## src/sv/pse_pkg.sv

```systemverilog
package pse_pkg;

  localparam int unsigned DEPTH_DEF = 8;

  // command codes
  localparam logic [2:0] CMD_PUSH    = 3'd0;
  localparam logic [2:0] CMD_POP     = 3'd1;
  localparam logic [2:0] CMD_SEARCH  = 3'd2;
  localparam logic [2:0] CMD_INSERT  = 3'd3;
  localparam logic [2:0] CMD_REPLACE = 3'd4;
  localparam logic [2:0] CMD_DELETE  = 3'd5;

  // status codes
  localparam logic [1:0] ST_OK     = 2'd0;
  localparam logic [1:0] ST_FULL   = 2'd1;
  localparam logic [1:0] ST_EMPTY  = 2'd2;
  localparam logic [1:0] ST_BADPOS = 2'd3;

  // cursor operations
  localparam logic [2:0] CUR_HOLD  = 3'd0;
  localparam logic [2:0] CUR_FC_M1 = 3'd1;
  localparam logic [2:0] CUR_FC    = 3'd2;
  localparam logic [2:0] CUR_POS   = 3'd3;
  localparam logic [2:0] CUR_DEC   = 3'd4;
  localparam logic [2:0] CUR_INC   = 3'd5;

  // read address select
  localparam logic [2:0] RD_NONE   = 3'd0;
  localparam logic [2:0] RD_FC_M1  = 3'd1;
  localparam logic [2:0] RD_CUR    = 3'd2;
  localparam logic [2:0] RD_CUR_M1 = 3'd3;
  localparam logic [2:0] RD_CUR_P1 = 3'd4;

  // write select
  localparam logic [2:0] WR_NONE      = 3'd0;
  localparam logic [2:0] WR_FC_VAL    = 3'd1;
  localparam logic [2:0] WR_POS_VAL   = 3'd2;
  localparam logic [2:0] WR_CUR_VAL   = 3'd3;
  localparam logic [2:0] WR_CUR_RDATA = 3'd4;

  // fill count operations
  localparam logic [1:0] FC_HOLD = 2'd0;
  localparam logic [1:0] FC_INC  = 2'd1;
  localparam logic [1:0] FC_DEC  = 2'd2;

  typedef struct packed {
    logic [2:0]         command;
    logic signed [31:0] value;
    logic [3:0]         position;
  } pse_in_t;

  typedef struct packed {
    logic [1:0]         status;
    logic signed [31:0] read_value;
    logic               found;
    logic [3:0]         found_index;
    logic [3:0]         count;
  } pse_out_t;

  typedef struct packed {
    logic       ld_item;
    logic [2:0] cur_op;
    logic [2:0] rd_sel;
    logic [2:0] wr_sel;
    logic [1:0] fc_op;
    logic       set_status;
    logic [1:0] status;
    logic       cap_rd;
    logic       set_found;
    logic       ld_out;
  } pse_ctl_t;

  typedef struct packed {
    logic [2:0] command;
    logic       full;
    logic       empty;
    logic       pos_bad;
    logic       cur_at_tgt;
    logic       del_done;
    logic       match;
    logic       cur_zero;
    logic       out_free;
  } pse_stat_t;

endpackage

```

## src/sv/positional_stack_engine_unit.sv

```systemverilog
// channel | ports                             | payload
// input   | in_valid, in_ready, in_data       | pse_in_t  (command, value, position)
// result  | out_valid, out_ready, out_data    | pse_out_t (status, read_value, found,
//         |                                   |            found_index, count)
//
// one command at a time through a stack memory with one read port, one write port and registered read.
// pop reads the top entry; search scans entries from the top down; insert and delete
// shift entries one at a time
// (one memory read and one write per moved entry).
// synchronous active-low reset empties the stack; memory contents are not cleared.
// a result waits in the output register; the next command is taken meanwhile, and
// the controller holds its finished result only while that register is still full.
module positional_stack_engine_unit import pse_pkg::*; #(
  parameter int unsigned DEPTH = DEPTH_DEF
) (
  input  logic     clk,
  input  logic     rst_n,
  input  logic     in_valid,
  output logic     in_ready,
  input  pse_in_t  in_data,
  output logic     out_valid,
  input  logic     out_ready,
  output pse_out_t out_data
);

  localparam int unsigned CW = $clog2(DEPTH + 1);

  pse_ctl_t      ctl;
  pse_stat_t     stat;
  logic [CW-1:0] fill_cnt;

  pse_ctrl u_ctrl (
    .clk      (clk),
    .rst_n    (rst_n),
    .in_valid (in_valid),
    .in_ready (in_ready),
    .stat     (stat),
    .ctl      (ctl)
  );

  pse_datapath #(
    .DEPTH (DEPTH),
    .CW    (CW)
  ) u_dp (
    .clk       (clk),
    .rst_n     (rst_n),
    .in_data   (in_data),
    .ctl       (ctl),
    .stat      (stat),
    .out_valid (out_valid),
    .out_ready (out_ready),
    .out_data  (out_data),
    .fill_cnt  (fill_cnt)
  );

`ifndef SYNTHESIS
  a_fill_bound: assert property (@(posedge clk) disable iff (!rst_n)
    fill_cnt <= CW'(DEPTH))
    else $error("fill count above stack depth");

  a_busy_after_transfer: assert property (@(posedge clk) disable iff (!rst_n)
    (in_valid && in_ready) |=> !in_ready)
    else $error("input taken again before command finished");

  a_idle_count_holds: assert property (@(posedge clk) disable iff (!rst_n)
    (in_ready && !in_valid) |=> $stable(fill_cnt))
    else $error("fill count moved while idle");
`endif

endmodule

```

## src/sv/pse_ram.sv

```systemverilog
module pse_ram #(
  parameter int unsigned WIDTH = 32,
  parameter int unsigned DEPTH = 8,
  parameter int unsigned AW    = (DEPTH > 1) ? $clog2(DEPTH) : 1
) (
  input  logic             clk,
  input  logic             wr_en,
  input  logic [AW-1:0]    wr_addr,
  input  logic [WIDTH-1:0] wr_data,
  input  logic             rd_en,
  input  logic [AW-1:0]    rd_addr,
  output logic [WIDTH-1:0] rd_data
);

  logic [WIDTH-1:0] mem [DEPTH];
  logic [WIDTH-1:0] rd_data_r;

  always_ff @(posedge clk) begin
    if (wr_en) begin
      mem[wr_addr] <= wr_data;
    end
    if (rd_en) begin
      rd_data_r <= mem[rd_addr];
    end
  end

  assign rd_data = rd_data_r;

endmodule

```

## src/sv/pse_datapath.sv

```systemverilog
module pse_datapath import pse_pkg::*; #(
  parameter int unsigned DEPTH = DEPTH_DEF,
  parameter int unsigned CW    = $clog2(DEPTH + 1)
) (
  input  logic          clk,
  input  logic          rst_n,
  input  pse_in_t       in_data,
  input  pse_ctl_t      ctl,
  output pse_stat_t     stat,
  output logic          out_valid,
  input  logic          out_ready,
  output pse_out_t      out_data,
  output logic [CW-1:0] fill_cnt
);

  localparam int unsigned AW = (DEPTH > 1) ? $clog2(DEPTH) : 1;
  localparam int unsigned PW = (CW > 4) ? CW : 4;

  pse_in_t     item_r;
  logic [CW-1:0] fc_r, fc_nxt;
  logic [CW-1:0] cur_r, cur_nxt;
  logic [1:0]  status_r;
  logic [31:0] rd_r;
  logic        found_r;
  logic [3:0]  fidx_r;
  logic        out_valid_r;
  pse_out_t    out_r;

  logic [PW-1:0] fc_ext, pos_ext, cur_ext;
  logic [CW-1:0] fc_m1, cur_m1, tgt;
  logic [CW:0]   cur_p1;
  logic          pos_lt;

  logic          rd_en, wr_en;
  logic [AW-1:0] rd_addr, wr_addr;
  logic [31:0]   wr_data, rdata;

  assign fc_ext  = PW'(fc_r);
  assign pos_ext = PW'(item_r.position);
  assign cur_ext = PW'(cur_r);
  assign fc_m1   = fc_r - CW'(1);
  assign cur_m1  = cur_r - CW'(1);
  assign cur_p1  = {1'b0, cur_r} + (CW+1)'(1);
  assign pos_lt  = pos_ext < fc_ext;
  // insert position clamps to the top
  assign tgt     = pos_lt ? pos_ext[CW-1:0] : fc_r;

  always_comb begin
    stat.command    = item_r.command;
    stat.full       = (fc_r == CW'(DEPTH));
    stat.empty      = (fc_r == '0);
    stat.pos_bad    = !pos_lt;
    stat.cur_at_tgt = (cur_r == tgt);
    stat.del_done   = (cur_p1 >= {1'b0, fc_r});
    stat.match      = (rdata == item_r.value);
    stat.cur_zero   = (cur_r == '0);
    stat.out_free   = !out_valid_r || out_ready;
  end

  always_comb begin
    rd_en   = 1'b1;
    rd_addr = cur_r[AW-1:0];
    case (ctl.rd_sel)
      RD_FC_M1:  rd_addr = fc_m1[AW-1:0];
      RD_CUR:    rd_addr = cur_r[AW-1:0];
      RD_CUR_M1: rd_addr = cur_m1[AW-1:0];
      RD_CUR_P1: rd_addr = cur_p1[AW-1:0];
      default:   rd_en = 1'b0;
    endcase
  end

  always_comb begin
    wr_en   = 1'b1;
    wr_addr = cur_r[AW-1:0];
    wr_data = item_r.value;
    case (ctl.wr_sel)
      WR_FC_VAL:    wr_addr = fc_r[AW-1:0];
      WR_POS_VAL:   wr_addr = pos_ext[AW-1:0];
      WR_CUR_VAL:   wr_addr = cur_r[AW-1:0];
      WR_CUR_RDATA: wr_data = rdata;
      default:      wr_en = 1'b0;
    endcase
  end

  pse_ram #(
    .WIDTH (32),
    .DEPTH (DEPTH),
    .AW    (AW)
  ) u_ram (
    .clk     (clk),
    .wr_en   (wr_en),
    .wr_addr (wr_addr),
    .wr_data (wr_data),
    .rd_en   (rd_en),
    .rd_addr (rd_addr),
    .rd_data (rdata)
  );

  always_comb begin
    case (ctl.cur_op)
      CUR_FC_M1: cur_nxt = fc_m1;
      CUR_FC:    cur_nxt = fc_r;
      CUR_POS:   cur_nxt = pos_ext[CW-1:0];
      CUR_DEC:   cur_nxt = cur_m1;
      CUR_INC:   cur_nxt = cur_p1[CW-1:0];
      default:   cur_nxt = cur_r;
    endcase
  end

  always_comb begin
    case (ctl.fc_op)
      FC_INC:  fc_nxt = fc_r + CW'(1);
      FC_DEC:  fc_nxt = fc_m1;
      default: fc_nxt = fc_r;
    endcase
  end

  always_ff @(posedge clk) begin
    if (!rst_n) begin
      fc_r        <= '0;
      out_valid_r <= 1'b0;
    end else begin
      fc_r <= fc_nxt;
      if (ctl.ld_out) begin
        out_valid_r <= 1'b1;
      end else if (out_ready) begin
        out_valid_r <= 1'b0;
      end
    end
  end

  always_ff @(posedge clk) begin
    cur_r <= cur_nxt;
    if (ctl.ld_item) begin
      item_r   <= in_data;
      status_r <= ST_OK;
      rd_r     <= '0;
      found_r  <= 1'b0;
      fidx_r   <= '0;
    end else begin
      if (ctl.set_status) begin
        status_r <= ctl.status;
      end
      if (ctl.cap_rd) begin
        rd_r <= rdata;
      end
      if (ctl.set_found) begin
        found_r <= 1'b1;
        fidx_r  <= cur_ext[3:0];
      end
    end
    if (ctl.ld_out) begin
      out_r.status      <= status_r;
      out_r.read_value  <= rd_r;
      out_r.found       <= found_r;
      out_r.found_index <= fidx_r;
      out_r.count       <= fc_ext[3:0];
    end
  end

  assign out_valid = out_valid_r;
  assign out_data  = out_r;
  assign fill_cnt  = fc_r;

endmodule

```

## src/sv/pse_ctrl.sv

```systemverilog
module pse_ctrl import pse_pkg::*; (
  input  logic      clk,
  input  logic      rst_n,
  input  logic      in_valid,
  output logic      in_ready,
  input  pse_stat_t stat,
  output pse_ctl_t  ctl
);

  localparam logic [3:0] S_IDLE = 4'd0;
  localparam logic [3:0] S_DEC  = 4'd1;
  localparam logic [3:0] S_POP  = 4'd2;
  localparam logic [3:0] S_SRD  = 4'd3;
  localparam logic [3:0] S_SCMP = 4'd4;
  localparam logic [3:0] S_ICHK = 4'd5;
  localparam logic [3:0] S_IWR  = 4'd6;
  localparam logic [3:0] S_DCHK = 4'd7;
  localparam logic [3:0] S_DWR  = 4'd8;
  localparam logic [3:0] S_FIN  = 4'd9;

  logic [3:0] state_r, state_nxt;

  assign in_ready = (state_r == S_IDLE);

  always_comb begin
    ctl       = '0;
    state_nxt = state_r;
    case (state_r)
      S_IDLE: begin
        if (in_valid) begin
          ctl.ld_item = 1'b1;
          state_nxt   = S_DEC;
        end
      end
      S_DEC: begin
        state_nxt = S_FIN;
        case (stat.command)
          CMD_PUSH: begin
            if (stat.full) begin
              ctl.set_status = 1'b1;
              ctl.status     = ST_FULL;
            end else begin
              ctl.wr_sel = WR_FC_VAL;
              ctl.fc_op  = FC_INC;
            end
          end
          CMD_POP: begin
            if (stat.empty) begin
              ctl.set_status = 1'b1;
              ctl.status     = ST_EMPTY;
            end else begin
              ctl.rd_sel = RD_FC_M1;
              state_nxt  = S_POP;
            end
          end
          CMD_SEARCH: begin
            if (!stat.empty) begin
              ctl.cur_op = CUR_FC_M1;
              state_nxt  = S_SRD;
            end
          end
          CMD_INSERT: begin
            if (stat.full) begin
              ctl.set_status = 1'b1;
              ctl.status     = ST_FULL;
            end else begin
              ctl.cur_op = CUR_FC;
              state_nxt  = S_ICHK;
            end
          end
          CMD_REPLACE: begin
            if (stat.pos_bad) begin
              ctl.set_status = 1'b1;
              ctl.status     = ST_BADPOS;
            end else begin
              ctl.wr_sel = WR_POS_VAL;
            end
          end
          CMD_DELETE: begin
            if (stat.empty) begin
              ctl.set_status = 1'b1;
              ctl.status     = ST_EMPTY;
            end else if (stat.pos_bad) begin
              ctl.set_status = 1'b1;
              ctl.status     = ST_BADPOS;
            end else begin
              ctl.cur_op = CUR_POS;
              state_nxt  = S_DCHK;
            end
          end
          default: state_nxt = S_FIN;
        endcase
      end
      S_POP: begin
        ctl.cap_rd = 1'b1;
        ctl.fc_op  = FC_DEC;
        state_nxt  = S_FIN;
      end
      S_SRD: begin
        ctl.rd_sel = RD_CUR;
        state_nxt  = S_SCMP;
      end
      S_SCMP: begin
        // scan runs from the top down, first hit wins
        if (stat.match) begin
          ctl.set_found = 1'b1;
          state_nxt     = S_FIN;
        end else if (stat.cur_zero) begin
          state_nxt = S_FIN;
        end else begin
          ctl.cur_op = CUR_DEC;
          state_nxt  = S_SRD;
        end
      end
      S_ICHK: begin
        if (stat.cur_at_tgt) begin
          ctl.wr_sel = WR_CUR_VAL;
          ctl.fc_op  = FC_INC;
          state_nxt  = S_FIN;
        end else begin
          ctl.rd_sel = RD_CUR_M1;
          state_nxt  = S_IWR;
        end
      end
      S_IWR: begin
        ctl.wr_sel = WR_CUR_RDATA;
        ctl.cur_op = CUR_DEC;
        state_nxt  = S_ICHK;
      end
      S_DCHK: begin
        if (stat.del_done) begin
          ctl.fc_op = FC_DEC;
          state_nxt = S_FIN;
        end else begin
          ctl.rd_sel = RD_CUR_P1;
          state_nxt  = S_DWR;
        end
      end
      S_DWR: begin
        ctl.wr_sel = WR_CUR_RDATA;
        ctl.cur_op = CUR_INC;
        state_nxt  = S_DCHK;
      end
      S_FIN: begin
        // wait for the result register to free up
        if (stat.out_free) begin
          ctl.ld_out = 1'b1;
          state_nxt  = S_IDLE;
        end
      end
      default: state_nxt = S_IDLE;
    endcase
  end

  always_ff @(posedge clk) begin
    if (!rst_n) begin
      state_r <= S_IDLE;
    end else begin
      state_r <= state_nxt;
    end
  end

endmodule

```

## config.mk

```make
export PLATFORM = sky130hd
export DESIGN_NAME = positional_stack_engine_unit
export DESIGN_NICKNAME = d
export VERILOG_FILES = /design/src/sv/pse_pkg.sv /design/src/sv/positional_stack_engine_unit.sv /design/src/sv/pse_ram.sv /design/src/sv/pse_datapath.sv /design/src/sv/pse_ctrl.sv
export SDC_FILE = /design/constraint.sdc
export NUM_CORES = 1
export LEC_CHECK = 0
export ABC_CLOCK_PERIOD_IN_PS = 7840
export BUFFER_PORTS_ARGS = -buffer_cell sky130_fd_sc_hd__buf_2
export CAP_MARGIN = 20
export CORE_ASPECT_RATIO = 1.4
export CORE_UTILIZATION = 60
export DETAILED_ROUTE_END_ITERATION = 8
export HOLD_SLACK_MARGIN = 0.02
export PLACE_DENSITY_LB_ADDON = 0.25
export RECOVER_POWER = 50
export REMOVE_ABC_BUFFERS = 1
export SLEW_MARGIN = 10
export SYNTH_ARGS = -nofsm -noshare
export SYNTH_HDL_FRONTEND = slang
export SYNTH_SLANG_ARGS = --single-unit
```

## constraint.sdc

```tcl
create_clock -name clk -period 7.84 [get_ports clk]
set_input_delay 1.176 -clock clk [delete_from_list [all_inputs] [get_ports clk]]
set_output_delay 1.176 -clock clk [all_outputs]
set_load 0.005 [all_outputs]
```

After elaboration in Yosys (flattened, before gate mapping) --
Memories as Yosys holds them, arrays and structs flattened. A register that Yosys moved wholly into a read port is not among the register bits. Index checks and enable logic that the tools add are counted. W data, S select, Z words.
Word-level totals: register bits 134, output and inout port bits 45, word-level logic and storage cells 129, memories kept 1, input port bits 43, bits in writable memories 256
Cells by class: reduce and logical (&&, ||, !) cells 14, equality and inequality tests 34, muxes and demuxes 58, magnitude comparators 2, add/sub/neg operators 4
Memories:
- u_dp.u_ram.mem | depth 8, width 32, rd ports 1, clocked after memory_dff 1, wr ports 1, line pse_ram.sv:15 | logic [WIDTH-1:0] mem [DEPTH];
Operator list (number):
- $mux W4 | 12
- $pmux W4 S10 | 1
- $pmux W3 S4 | 3
- $mux W3 | 11
- $eq A32 B32 Y1 | 1
- $mux W32 | 1
- $pmux W3 S3 | 3
- $eq A3 B2 Y1 const B | 8
- $pmux W4 S5 | 1
- $eq A3 B3 Y1 const B | 6
- $eq A4 B3 Y1 const B | 4
- $pmux W4 S4 | 1
- $mux W1 | 15
- $eq A3 B1 Y1 const B | 4
- $eq A4 B4 Y1 const B | 3
- $logic_not A4 Y1 | 3
- $mux W2 | 6
- $eq A4 B2 Y1 const B | 2
- $pmux W2 S4 | 1
- $pmux W4 S2 | 1
- $reduce_or A4 Y1 | 2
- $sub A4 B1 Y4 const B | 2
- $pmux W3 S2 | 1
- $add A4 B1 Y5 const B | 1
- other kinds (16) | 19

Longest topological paths before layout --
depth in word-level cells 10, mapped depth 14, depth with buffers taken out 12

By module --
From an unflattened synthesis, not the netlist that was laid out.
Unflattened totals: cell total of the unflattened synthesis 971, area total of the unflattened synthesis 17372.9 sq um
By module, submodules not included:
- pse_ram | instances 1, cells an instance 415, area an instance 10786.6 sq um, sequential area each 8648.3 sq um
- pse_datapath | instances 1, cells an instance 454, area an instance 5854.4 sq um, sequential area each 3463.3 sq um
- pse_ctrl | instances 1, cells an instance 102, area an instance 732.0 sq um, sequential area each 80.1 sq um

Least setup slack after synthesis --
OpenSTA, ideal clock, no wires.
kind register to register, start point register u_dp.fc_r[3] (netlist: u_dp.fill_cnt[3]), end point memory u_dp.u_ram.mem[1][0] (enable), slack 2.460 ns, data required time 7.379 ns, data arrival time 4.919 ns, period minus slack after synthesis 5.380 ns, cell stages (with the launch flop) 12, buffers on the path 1, library setup time 0.461 ns, path through dfxtp_1 > clkbuf_1 > inv_1 > ha_1 > a21oi_1 > o21ai_1 > or3b_2 > nor3_1 > a22oi_1 > o31ai_1 > nand2_1 > nor3_1
On the way: longest elaborated chain between the ends 10, elaborated cells on any way between the ends 18, those cells by class 1 x order compare; 6 x eq/ne; 10 x mux; 1 x reduce/logical
Ends and longest elaborated chain:
- start: declaration | line pse_datapath.sv:20 | logic [CW-1:0] fc_r, fc_nxt;
- start signal: assignment | line pse_datapath.sv:123 | fc_r <= fc_nxt;
- $lt A4 B4 Y1 | line pse_datapath.sv:44 | assign pos_lt = pos_ext < fc_ext;
- $mux W4 | line pse_datapath.sv:46 | assign tgt = pos_lt ? pos_ext[CW-1:0] : fc_r;
- $eq A4 B4 Y1 | line pse_datapath.sv:53 | stat.cur_at_tgt = (cur_r == tgt);
- $mux W4 | line pse_ctrl.sv:116 | if (stat.cur_at_tgt) begin
- $pmux W3 S3 * | line pse_ctrl.sv:28 | case (state_r)
- $eq A3 B2 Y1, or another cell as far along | line pse_datapath.sv:76 | case (ctl.wr_sel)
- $reduce_or A4 Y1 (no line)
- $mux W1 | line pse_datapath.sv:76
- $mux W1 | line pse_ram.sv:19 | if (wr_en) begin
- $mux W1 (implied by the code) | line pse_ram.sv:20 | mem[wr_addr] <= wr_data;
- end: declaration | line pse_ram.sv:15
Every way passes the cells marked *; elsewhere a longest branch is shown, timed or not.

Worst setup path in the final report --
start point register u_ctrl.state_r[3], end point register u_dp.cur_r[3] (netlist: u_dp.cur_ext[3]), data pin
On the way: longest elaborated chain between the ends 4, elaborated cells on any way between the ends 11, those cells by class 9 x eq/ne; 2 x mux
Ends and longest elaborated chain:
- start: declaration | line pse_ctrl.sv:21 | logic [3:0] state_r, state_nxt;
- start signal: assignment | line pse_ctrl.sv:159 | state_r <= state_nxt;
- $eq A4 B4 Y1, or another cell as far along | line pse_ctrl.sv:28
- $pmux W3 S4 * | line pse_ctrl.sv:28
- $eq A3 B3 Y1, or another cell as far along | line pse_datapath.sv:100 | case (ctl.cur_op)
- $pmux W4 S5 * | line pse_datapath.sv:100
- net u_dp.cur_nxt[3] | line pse_datapath.sv:21 | logic [CW-1:0] cur_r, cur_nxt;
- end signal: assignment | line pse_datapath.sv:133 | cur_r <= cur_nxt;
- end: declaration | line pse_datapath.sv:21
Mark *: on every way through the listed nets, which the timed path passes. The rest lies on a longest branch. A chain may end at the register's enable or synchronous reset.

==> impl_results.html <==
<table>
<tr><th>Metric</th><th>Value</th></tr>
<tr><th colspan="2">Worst setup path</th></tr>
<tr><td>Critical path launch point type</td><td>flip-flop</td></tr>
<tr><td>Crit Path Class</td><td>flip-flop to flip-flop</td></tr>
<tr><td>Maximum fanout along the worst path</td><td>34</td></tr>
<tr><td>Arrival time at the worst endpoint</td><td>~6400 ps</td></tr>
<tr><td>Crit path required time</td><td>8250 ps</td></tr>
<tr><td>Type of destination of the critical path</td><td>flip-flop</td></tr>
<tr><th colspan="2">Finish</th></tr>
<tr><td>Total Nets Final</td><td>1402</td></tr>
<tr><td>Number of inserted filler cells in the final layout</td><td>slightly below 2000</td></tr>
<tr><td>Count of inserted antenna diode cells</td><td>0</td></tr>
<tr><td>Relative area change from synthesis to final layout</td><td>12.0%</td></tr>
<tr><td>Top library cells by usage in the layout, fill and taps aside</td><td>edfxtp_1, nand2_1, buf_2</td></tr>
<tr><td>Most frequent standard cell in the layout excluding fill and tap cells</td><td>edfxtp_1</td></tr>
<tr><td>Final std cells w/o fill</td><td>1754</td></tr>
<tr><td>Layout cell share with drive strength beyond 1</td><td>0.155</td></tr>
<tr><th colspan="2">Pwr</th></tr>
<tr><td>Power density over the cells</td><td>419 mW/mm²</td></tr>
<tr><td>Static Leakage</td><td>6.56 nW</td></tr>
<tr><td>Peak supply drop</td><td>0.000305 V</td></tr>
<tr><th colspan="2">Global route</th></tr>
<tr><td>Sum of overflow across all layers after global routing</td><td>0</td></tr>
<tr><td>Initial antenna violation count</td><td>0</td></tr>
<tr><td>Wire length of the first global-routing pass</td><td>~60000 µm</td></tr>
<tr><td>Number of global-route vias before repair</td><td>10779</td></tr>
<tr><td>Global-route usage over all layers</td><td>0.274</td></tr>
<tr><td>Pin count of the biggest net entering global routing</td><td>97</td></tr>
<tr><th colspan="2">CTS</th></tr>
<tr><td>Clk pin slew, worst setup/hold paths</td><td>approximately 60 ps</td></tr>
<tr><td>Number of clock sinks</td><td>between 400 and 500</td></tr>
<tr><td>Buffer levels on the longest clock path</td><td>3</td></tr>
<tr><td>Post-CTS Setup Repair Bufs</td><td>0</td></tr>
<tr><td>Cts hold-fix bufs</td><td>0</td></tr>
<tr><td>H-tree depth</td><td>2</td></tr>
<tr><td>Post-cts sizing count</td><td>0</td></tr>
<tr><td>TritonCTS clock tree</td><td>yes</td></tr>
<tr><td>Cell chosen for the clock root</td><td>clkbuf_16</td></tr>
<tr><td>Worst-Skew Late Latency</td><td>540 ps</td></tr>
<tr><td>TritonCTS buffer count</td><td>40</td></tr>
<tr><th colspan="2">Floorplanning</th></tr>
<tr><td>Chip width</td><td>146 µm</td></tr>
<tr><td>Height of the die</td><td>203 µm</td></tr>
<tr><td>Die area</td><td>0.0297 mm²</td></tr>
<tr><td>Number of cell rows</td><td>73</td></tr>
<tr><td>Num ports</td><td>just under 90</td></tr>
<tr><td>Placeable core region</td><td>0.0284 mm²</td></tr>
<tr><td>Starting density of the core</td><td>0.612</td></tr>
<tr><th colspan="2">Logic synthesis</th></tr>
<tr><td>Fraction of registers with async set or reset after synthesis</td><td>0</td></tr>
<tr><td>Dominant register cell in the synthesized netlist</td><td>edfxtp_1</td></tr>
<tr><td>Avg Inst Size Synth</td><td>13.8 µm²</td></tr>
<tr><td>Synthesized flop and latch total</td><td>422</td></tr>
<tr><td>Sequential fraction of the synthesis area</td><td>0.701</td></tr>
<tr><td>Total of warnings raised by yosys</td><td>0</td></tr>
<tr><td>Count of different cell masters after synthesis</td><td>63</td></tr>
<tr><td>Netlist area before placement</td><td>0.0174 mm²</td></tr>
<tr><td>Number of flops mapped to enable cells by yosys</td><td>between 300 and 400</td></tr>
<tr><td>Post-synthesis instance total</td><td>1264</td></tr>
<tr><th colspan="2">STA</th></tr>
<tr><td>Unrepaired setup endpoints after global routing</td><td>false</td></tr>
<tr><td>Normalized max-slew margin</td><td>-2.36</td></tr>
<tr><td>Max Fclk</td><td>0.167 GHz</td></tr>
<tr><td>Clock tree skew after final layout</td><td>12.3 ps</td></tr>
<tr><td>Worst Tran Pin Value</td><td>5040 ps</td></tr>
<tr><td>Min Tclk post-route</td><td>between 6000 and 7000 ps</td></tr>
<tr><td>Summed negative setup slack over all endpoints</td><td>0 ps</td></tr>
<tr><td>Number of slew-limit violations in the final report</td><td>184</td></tr>
<tr><td>Setup violators final</td><td>0</td></tr>
<tr><td>Final worst path period share</td><td>0.765</td></tr>
<tr><td>Final Hold Vio Count</td><td>0</td></tr>
<tr><td>Worst Slack Setup Final</td><td>1840 ps</td></tr>
<tr><th colspan="2">Flow run</th></tr>
<tr><td>Maximum capacitance violations</td><td>4</td></tr>
<tr><th colspan="2">Min path</th></tr>
<tr><td>Classification of the worst-slack hold path</td><td>flip-flop to flip-flop</td></tr>
<tr><th colspan="2">Placed design</th></tr>
<tr><td>Half-perimeter wire length after placement</td><td>roughly 23000 µm</td></tr>
<tr><td>Setup slack at placement</td><td>2980 ps</td></tr>
<tr><td>Number of buffers added on ports</td><td>between 80 and 90</td></tr>
<tr><td>Number of cells after detailed placement</td><td>1678</td></tr>
<tr><td>Final Wtd Congestion</td><td>0.968</td></tr>
<tr><th colspan="2">Drt</th></tr>
<tr><td>Number of search-and-repair iterations in the first detailed-routing pass</td><td>5</td></tr>
<tr><td>Final routed DRC violation total</td><td>0</td></tr>
<tr><td>Via/cell ratio</td><td>around 6.1</td></tr>
<tr><td>Final WL</td><td>39600 µm</td></tr>
<tr><td>WL per Instance</td><td>between 20 and 25 µm</td></tr>
<tr><td>Antenna Nets Post-Route</td><td>0</td></tr>
<tr><td>DRC marker count from the first detailed-route iteration</td><td>984</td></tr>
<tr><td>Vias after detailed routing</td><td>10674</td></tr>
<tr><th colspan="2">Run status</th></tr>
<tr><td>Violations in the final reports</td><td>capacitance limit, slew limit</td></tr>
<tr><td>Outcome</td><td>complete, but fails checks</td></tr>
</table>
metrics by stage:
step / hold slack (ps) / instance area, µm² / power [mW] / utilization
after floorplan: 408 / 17000 / 5.28 / -
after global placement: 413 / 18200 / 6.12 / 0.639
after detailed placement: 416 / 18200 / 6.19 / 0.639
after CTS: 430 / 19500 / 8.16 / 0.687
after global routing: 431 / 19500 / 8.56 / 0.686
final: 427 / 19500 / 8.17 / 0.686
flip-flops by register name, summed over array words and instances (netlist names), 2 cells and up:
register and count:
u_ctrl.state_r 4, u_dp.u_ram.rd_data 32, u_dp.u_ram.mem 256, u_dp.stat 3
u_dp.status_r 2, u_dp.rd_r 32, u_dp.cur_ext 4, u_dp.item_r 32
u_dp.fidx_r 4, u_dp.fill_cnt 4, u_dp.out_data 43, u_dp.pos_ext 4
path summary, 6_finish.rpt:
check / cells after the start / slack, ps / start / endpoint
max: 9 / 1840 / u_ctrl.state_r[3] / u_dp.cur_ext[3]
min: 0 / 430 / u_dp.rd_r[22] / u_dp.out_data[31]
max reg2reg: 9 / 1840 / u_ctrl.state_r[3] / u_dp.cur_ext[3]
min reg2reg: 0 / 430 / u_dp.rd_r[22] / u_dp.out_data[31]
routing by layer:
layer  vias up  routed length, µm  global-route usage
met4         0               1370               0.107
li1       4867                  -                   -
met1      5259              15800               0.348
met3       101               2530              0.0461
met2       447              19900               0.471
met5         -                  0                   0
power by group:
part / internal, mW / switching [mW] / leakage [nW] / total (mW)
sequential: 3.24 / 0.256 / 3.79 / 3.50
combinational: 0.898 / 1.80 / 2.12 / 2.70
clock: 1.16 / 0.809 / 0.654 / 1.97
cell usage after synthesis, types with 15 or more instances:
cell type | count | share of area
a211oi_1 | 18 | 0.0078
a211oi_2 | 21 | 0.015
a21oi_1 | 57 | 0.016
a311oi_2 | 29 | 0.025
a32o_1 | 32 | 0.018
and2_1 | 34 | 0.012
buf_2 | 17 | 0.0049
clkbuf_1 | 38 | 0.0082
dfxtp_1 | 48 | 0.055
edfxtp_1 | 374 | 0.65
mux2i_1 | 38 | 0.022
nand2_1 | 299 | 0.065
nor2_1 | 40 | 0.0086
o21ai_0 | 15 | 0.0043
xnor2_1 | 37 | 0.019
cell families (layout without fill, tap and decap cells):
kind of cell    count (synthesis)  count (layout)  share of synthesized area
simple gates                  446             446                      0.112
flops                         422             422                      0.701
compound gates                214             214                      0.107
buf+inv                        83             198                     0.0240
xor+xnor                       47              47                     0.0237
mux                            40              40                     0.0240
fa+ha+maj                      12              12                    0.00864
final cells by class:
type	count	area, µm²	area share
tap	375	469	0.0241
timing repair buffer	111	579	0.0297
sequential	422	12200	0.626
clock buffer	58	1150	0.0591
multi-input combinational	759	4840	0.248
clock inverter	16	199	0.0102
inverter	13	48.8	0.00251
worst max-delay path, stage by stage, from the launching register on:
cell and delay, ps:
dfxtp_1 530, or3b_2 500, a21oi_1 270, clkbuf_1 1720
inv_1 840, clkbuf_1 870, a21oi_1 660, a221oi_1 160
a21oi_1 160, o22a_1 150
Power figures use the tool's default switching activity.
